**config.mk**
```make
export PLATFORM = sky130hd
export DESIGN_NAME = ffea_ctrl
export DESIGN_NICKNAME = d
export VERILOG_FILES = /design/src/sv/ffea_pkg.sv /design/src/sv/ffea_ctrl.sv
export SDC_FILE = /design/constraint.sdc
export NUM_CORES = 1
export LEC_CHECK = 0
export ABC_AREA = 1
export BUFFER_PORTS_ARGS = -buffer_cell sky130_fd_sc_hd__buf_4
export CAP_MARGIN = 10
export CORE_AREA = 5 5 42 44
export DETAILED_ROUTE_END_ITERATION = 8
export DIE_AREA = 0 0 47 49
export GPL_ROUTABILITY_DRIVEN = 0
export PLACE_DENSITY = 0.68
export SLEW_MARGIN = 5
export SYNTH_ARGS = -nofsm -noshare
export SYNTH_HDL_FRONTEND = slang
export SYNTH_SLANG_ARGS = --single-unit
```
**constraint.sdc**
```tcl
create_clock -name clk -period 1.45 [get_ports clk]
set_input_delay 0.2175 -clock clk [delete_from_list [all_inputs] [get_ports clk]]
set_output_delay 0.2175 -clock clk [all_outputs]
set_load 0.005 [all_outputs]
```
**src/sv/ffea_pkg.sv**
```systemverilog
// shared types and constants of the free extent allocator
`default_nettype none
package ffea_pkg;

    localparam logic [1:0] ST_OK    = 2'd0;
    localparam logic [1:0] ST_NOFIT = 2'd1;
    localparam logic [1:0] ST_FULL  = 2'd2;
    localparam logic [1:0] ST_ZERO  = 2'd3;

    localparam logic FUNC_FREE  = 1'b0;
    localparam logic FUNC_ALLOC = 1'b1;

    typedef enum logic [3:0] {
        S_IDLE,
        S_PREP,
        S_SCAN_RD,
        S_SCAN_CHK,
        S_FREE_END,
        S_ALLOC_END,
        S_CP_RD,
        S_CP_WR,
        S_FIN
    } state_t;

    typedef enum logic [3:0] {
        OP_NONE,
        OP_LOAD,
        OP_PREP,
        OP_SCAN_RD,
        OP_FREE_CHK,
        OP_ALLOC_CHK,
        OP_ALLOC_WR,
        OP_DROP_SETUP,
        OP_MERGE_WR,
        OP_INS_SETUP,
        OP_CP_RD,
        OP_CP_WR,
        OP_CP_FINISH,
        OP_FIN
    } op_t;

    typedef struct packed {
        op_t        op;
        logic       st_we;
        logic [1:0] st;
    } ctrl_t;

    typedef struct packed {
        logic is_free;
        logic len_zero;
        logic scan_end;
        logic chk_stop;
        logic fit;
        logic exact;
        logic hits_zero;
        logic full;
        logic cp_done;
    } flags_t;

endpackage
`default_nettype wire

```
**src/sv/ffea_ctrl.sv**
```systemverilog
// controller state machine of the free extent allocator
`default_nettype none
module ffea_ctrl (
    input  wire logic            clk,
    input  wire logic            rst_n,
    input  wire logic            in_valid,
    output logic                 in_ready,
    output logic                 out_valid,
    input  wire logic            out_ready,
    input  wire ffea_pkg::flags_t flags,
    output ffea_pkg::ctrl_t      ctrl
);

    ffea_pkg::state_t state_reg, state_next;
    logic out_valid_reg, out_valid_next;
    logic fin_go;

    assign fin_go = (state_reg == ffea_pkg::S_FIN) && (!out_valid_reg || out_ready);

    always_ff @(posedge clk or negedge rst_n)
    begin
        if (!rst_n)
        begin
            state_reg     <= ffea_pkg::S_IDLE;
            out_valid_reg <= 1'b0;
        end
        else
        begin
            state_reg     <= state_next;
            out_valid_reg <= out_valid_next;
        end
    end

    always_comb
    begin
        out_valid_next = out_valid_reg;
        if (out_valid_reg && out_ready)
            out_valid_next = 1'b0;
        if (fin_go)
            out_valid_next = 1'b1;
    end

    always_comb
    begin
        state_next = state_reg;
        case (state_reg)
            ffea_pkg::S_IDLE:
                if (in_valid)
                    state_next = ffea_pkg::S_PREP;
            ffea_pkg::S_PREP:
                state_next = flags.len_zero ? ffea_pkg::S_FIN : ffea_pkg::S_SCAN_RD;
            ffea_pkg::S_SCAN_RD:
                if (flags.scan_end)
                    state_next = flags.is_free ? ffea_pkg::S_FREE_END : ffea_pkg::S_FIN;
                else
                    state_next = ffea_pkg::S_SCAN_CHK;
            ffea_pkg::S_SCAN_CHK:
                if (flags.is_free)
                    state_next = flags.chk_stop ? ffea_pkg::S_FREE_END : ffea_pkg::S_SCAN_RD;
                else
                    state_next = flags.fit ? ffea_pkg::S_ALLOC_END : ffea_pkg::S_SCAN_RD;
            ffea_pkg::S_FREE_END:
                if (flags.hits_zero && flags.full)
                    state_next = ffea_pkg::S_FIN;
                else
                    state_next = ffea_pkg::S_CP_RD;
            ffea_pkg::S_ALLOC_END:
                state_next = flags.exact ? ffea_pkg::S_CP_RD : ffea_pkg::S_FIN;
            ffea_pkg::S_CP_RD:
                state_next = flags.cp_done ? ffea_pkg::S_FIN : ffea_pkg::S_CP_WR;
            ffea_pkg::S_CP_WR:
                state_next = ffea_pkg::S_CP_RD;
            ffea_pkg::S_FIN:
                if (fin_go)
                    state_next = ffea_pkg::S_IDLE;
            default:
                state_next = ffea_pkg::S_IDLE;
        endcase
    end

    always_comb
    begin
        ctrl.op    = ffea_pkg::OP_NONE;
        ctrl.st_we = 1'b0;
        ctrl.st    = ffea_pkg::ST_OK;
        in_ready   = 1'b0;
        case (state_reg)
            ffea_pkg::S_IDLE:
            begin
                in_ready = 1'b1;
                if (in_valid)
                    ctrl.op = ffea_pkg::OP_LOAD;
            end
            ffea_pkg::S_PREP:
            begin
                ctrl.op = ffea_pkg::OP_PREP;
                if (flags.len_zero)
                begin
                    ctrl.st_we = 1'b1;
                    ctrl.st    = ffea_pkg::ST_ZERO;
                end
            end
            ffea_pkg::S_SCAN_RD:
                if (!flags.scan_end)
                    ctrl.op = ffea_pkg::OP_SCAN_RD;
                else if (!flags.is_free)
                begin
                    ctrl.st_we = 1'b1;
                    ctrl.st    = ffea_pkg::ST_NOFIT;
                end
            ffea_pkg::S_SCAN_CHK:
                if (flags.is_free)
                begin
                    if (!flags.chk_stop)
                        ctrl.op = ffea_pkg::OP_FREE_CHK;
                end
                else
                    ctrl.op = ffea_pkg::OP_ALLOC_CHK;
            ffea_pkg::S_FREE_END:
                if (!flags.hits_zero)
                    ctrl.op = ffea_pkg::OP_MERGE_WR;
                else if (flags.full)
                begin
                    ctrl.st_we = 1'b1;
                    ctrl.st    = ffea_pkg::ST_FULL;
                end
                else
                    ctrl.op = ffea_pkg::OP_INS_SETUP;
            ffea_pkg::S_ALLOC_END:
                ctrl.op = flags.exact ? ffea_pkg::OP_DROP_SETUP : ffea_pkg::OP_ALLOC_WR;
            ffea_pkg::S_CP_RD:
                ctrl.op = flags.cp_done ? ffea_pkg::OP_CP_FINISH : ffea_pkg::OP_CP_RD;
            ffea_pkg::S_CP_WR:
                ctrl.op = ffea_pkg::OP_CP_WR;
            ffea_pkg::S_FIN:
                if (fin_go)
                    ctrl.op = ffea_pkg::OP_FIN;
            default:
                ctrl.op = ffea_pkg::OP_NONE;
        endcase
    end

    assign out_valid = out_valid_reg;

    a_accept_prep: assert property (@(posedge clk) disable iff (!rst_n)
        (in_valid && in_ready) |=> (state_reg == ffea_pkg::S_PREP))
        else $error("accepted transaction did not start processing");

    a_fin_hold: assert property (@(posedge clk) disable iff (!rst_n)
        (state_reg == ffea_pkg::S_FIN && out_valid_reg && !out_ready)
        |=> (state_reg == ffea_pkg::S_FIN))
        else $error("result overwrote an untaken result");

    a_wr_after_rd: assert property (@(posedge clk) disable iff (!rst_n)
        (state_reg == ffea_pkg::S_CP_WR) |-> ($past(state_reg) == ffea_pkg::S_CP_RD))
        else $error("copy write without read");

    a_fin_valid: assert property (@(posedge clk) disable iff (!rst_n)
        fin_go |=> out_valid_reg)
        else $error("finished result not presented");

endmodule
`default_nettype wire

```
==> summary.md <==
The core region is 1400 um2. The critical path data required time came out at 1230 ps. For the worst setup path, the data arrival time is 1360 ps.

In this run the power density over the cells is 1560 nW/um2. The remaining antenna violation count after routing came out at 0. By count the netlist is led by 31 x sky130_fd_sc_hd__nand2_1, 13 x sky130_fd_sc_hd__nor2_1, 11 x sky130_fd_sc_hd__inv_1, 8 x sky130_fd_sc_hd__nand3_1, 5 x sky130_fd_sc_hd__dfrtp_1. The logs give 20.8% for the portion of total power attributed to sequential cells and 282 ps for the final hold slack. Effective utilization at floorplan: 37.2%. The worst hold path begins at in_valid. Number of optimization iterations in the first detailed-route pass: 4.

The final worst-path setup slack is -129 ps, and the routed length per placed instance is 10.5 um. For this design the total switching power over the nets is 615 uW. The clock slew seen by the registers of the worst setup and hold paths was 40 ps. For the number of rows in the core area, the log shows 14.

At the pin with the least slew margin, the transition time is 222 ps. The register bit count reported by yosys was 5. TritonCTS built the clock tree.

The critical path in this run is classified as reg2out. The placed instances occupy a cell area of 699 um2. The die span in x was 47 um. The run gives 1.49 mm as the wire length reported by the detailed router. The number of flip-flops in the largest register was 4; the overall overflow remaining after global route was 0.

The minimum clock period after layout was 1580 ps; the area fraction of the dominant cell type after synthesis was 24.0%. Yosys attributes the largest share of cell area to sky130_fd_sc_hd__dfrtp_1 24%, sky130_fd_sc_hd__nand2_1 22%, sky130_fd_sc_hd__nor2_1 9.4%. The share of the cycle needed by the critical path after routing came out at 109%. The run gives 522 um2 as the cell area after synthesis. The flow ran to the end, but the final reports show violations. The final setup skew was 0.617 ps. The area added between synthesis and finish works out to 68.3%.

The worst hold path was traced through 3 stages. The root buffer cell was sky130_fd_sc_hd__clkbuf_4. The synthesized design spends more area on one cell type than any other, namely sky130_fd_sc_hd__dfrtp_1. The tools report the leakage component of the power as 0.000535 uW. For the violation count after the first detailed-route iteration, the log shows 13. The count of buffers added on input and output ports is 21. The checks that failed: negative setup slack.

STA classifies the critical path endpoint as a primary output. Worst-case reg-to-reg path depth: 6. The initial antenna violation count was 0; the number of vias after detailed routing was 686.

The floorplan die area is 2300 um2. The most common cell in the synthesized netlist is sky130_fd_sc_hd__nand2_1. The total clock buffers created by CTS came out at 3. The path class of the tightest hold or removal check is in2reg. IR analysis of the VDD net gives a maximum drop of 0.846 mV. The number of H-tree levels was 1; the share of final-layout standard cells stronger than drive strength 1 was 50.8%.

In this run the worst path has a maximum fanout of 6. The count of inserted antenna diode cells is 0, and the proportion of power drawn by the clock network is 11.7%. Number of nets in the layout: 140. The synthesized netlist contains 15 unique library cells.

Global routing used 13.9% of the available tracks across all layers. For this run, the leading register cell type out of synthesis is sky130_fd_sc_hd__dfrtp_1. The first global-routing pass estimated 2.46 mm of wire.

The share of flip-flops with an asynchronous set or reset after synthesis works out to 100%. Setup violations remaining at the end of the flow were counted as 6. Sequential elements use 24.0% of the synthesized area. The final hold violation count is 0.

Max-cap violations in this run came to 0. Once detailed placement completed, the half-perimeter wirelength came to 1.17 mm. Cells fill 62.7% of the core in the end. The clock passes through at most 2 buffers. Dividing the detail-routed via count by the number of cells gives 4.83. The vertical die dimension is 49 um, and the net count after synthesis is 103. The number of enable-type register cells in the synthesized netlist came out at 0. The fmax was 633 MHz.

Summing internal, switching and leakage power gives 1370 uW. Combinational logic is responsible for 67.5% of the overall power. Entering global routing, the biggest net connects 9 pins.

The run gives 0 as the count of pins over their slew limit. In this run the count of I/O pins placed on the die edge is 22. Each instance of the synthesized netlist takes up on average 5.80 um2.

Counting every sink on the clock net gives 5. The clock insertion delay at the later pin of the skew report was 240 ps; the count of yosys warnings during synthesis was 0. Setup repair after global routing could not meet its margin everywhere.

After detailed routing, the number of remaining DRC violations is 0. Net switching is 45.0% of the power. The startpoint identified for the worst register-to-register timing path is state_reg[0]$_DFFE_PN0P_.

The tools report the design area as 878 um2. The critical path starts at state_reg[0]$_DFFE_PN0P_. STA classifies the critical path startpoint as a flop. In the synthesized netlist, the number of instances is 90. The internal portion of the total power is 752 uW.

The via count of the first global-routing pass is 602, and the headroom to the max-slew limit is 85.1%.
worst max-delay path: stages (launching register included):
cell and delay, ps:
sky130_fd_sc_hd__dfrtp_2 450, sky130_fd_sc_hd__nor2_4 240, sky130_fd_sc_hd__nand2_2 90, sky130_fd_sc_hd__inv_2 60, sky130_fd_sc_hd__nand2_1 40, sky130_fd_sc_hd__nand2_1 50, sky130_fd_sc_hd__nor2_1 30, sky130_fd_sc_hd__nand2_1 50
sky130_fd_sc_hd__buf_4 100
cells in the final DEF (no fill, tap or decap), types with 2 or more instances in the layout:
cell type                  count
sky130_fd_sc_hd__nand2_1      27
sky130_fd_sc_hd__nand3_1       5
sky130_fd_sc_hd__buf_4        29
sky130_fd_sc_hd__clkbuf_4      3
sky130_fd_sc_hd__inv_2         7
sky130_fd_sc_hd__nand3_2       4
sky130_fd_sc_hd__o21ai_0       2
sky130_fd_sc_hd__nand2_2       6
sky130_fd_sc_hd__dfrtp_2       4
sky130_fd_sc_hd__inv_1         8
sky130_fd_sc_hd__nor2_1       12
sky130_fd_sc_hd__nor2_4        5
sky130_fd_sc_hd__nand4_1       4
sky130_fd_sc_hd__buf_6         2
final timing paths:
kind	endpoint	slack [ps]
max in group asynchronous	state_reg[0]$_DFFE_PN0P_	1020
worst min register to register	out_valid$_DFFE_PN0P_	620
min in group asynchronous	state_reg[1]$_DFFE_PN0P_	310
worst max-delay path	ctrl[3]	-130
worst min-delay path	state_reg[0]$_DFFE_PN0P_	280
worst max register to register	state_reg[0]$_DFFE_PN0P_	130
metrics by stage:
| step | instances | worst slack, ps | setup TNS (ps) |
|---|---|---|---|
| after floorplan | 90 | 255 | 0 |
| final | 142 | -129 | -494 |
| after detailed placement | 127 | 0.517 | 0 |
| after global routing | 142 | -238 | -1120 |
| after CTS | 139 | -115 | -574 |
| after global placement | 127 | 6.47 | 0 |
timing repair:
| item | 4_1_cts | 5_1_grt |
|---|---|---|
| setup buffers | 7 | 3 |
| gates resized for setup | 14 | 7 |
| pin swaps | 4 | 8 |
| setup endpoints to repair | 8 | 7 |
| hold buffers | 1 | 0 |
| endpoints found under the hold margin | 5 | 0 |
layer usage:
metal | part of all wire [%] | vias up | GRT usage (%)
li1 | - | 356 | -
met1 | 43 | 303 | 19.1
met2 | 50 | 25 | 21.9
met3 | 6.6 | 2 | 4.06
met4 | 0.94 | 0 | 1.38
met5 | 0 | - | 0
power by group through the flow:
stage / Clock, uW / Combinational [uW] / Sequential, uW
floorplan: 0 / 416 / 256
global placement: 0 / 706 / 259
detailed placement: 0 / 710 / 261
CTS: 170 / 855 / 279
global route: 179 / 1020 / 293
finish: 160 / 923 / 284
area by class of cell:
| class | instances | area [um2] |
|---|---|---|
| clock buffer | 3 | 22.5 |
| clock inverter | 1 | 5.00 |
| fill | 135 | 523 |
| inverter | 15 | 56.3 |
| multi-input combinational | 70 | 394 |
| sequential | 5 | 130 |
| tap | 16 | 20.0 |
| timing repair buffer | 32 | 250 |
logic make-up after synthesis:
kind of cell,synth area share [%]
AND/OR/NAND/NOR,61.4
flip-flops,24.0
buffers and inverters,10.8
AO/OA/AOI/OAI,3.84
Note: power is estimated with default switching activity, not from simulation.
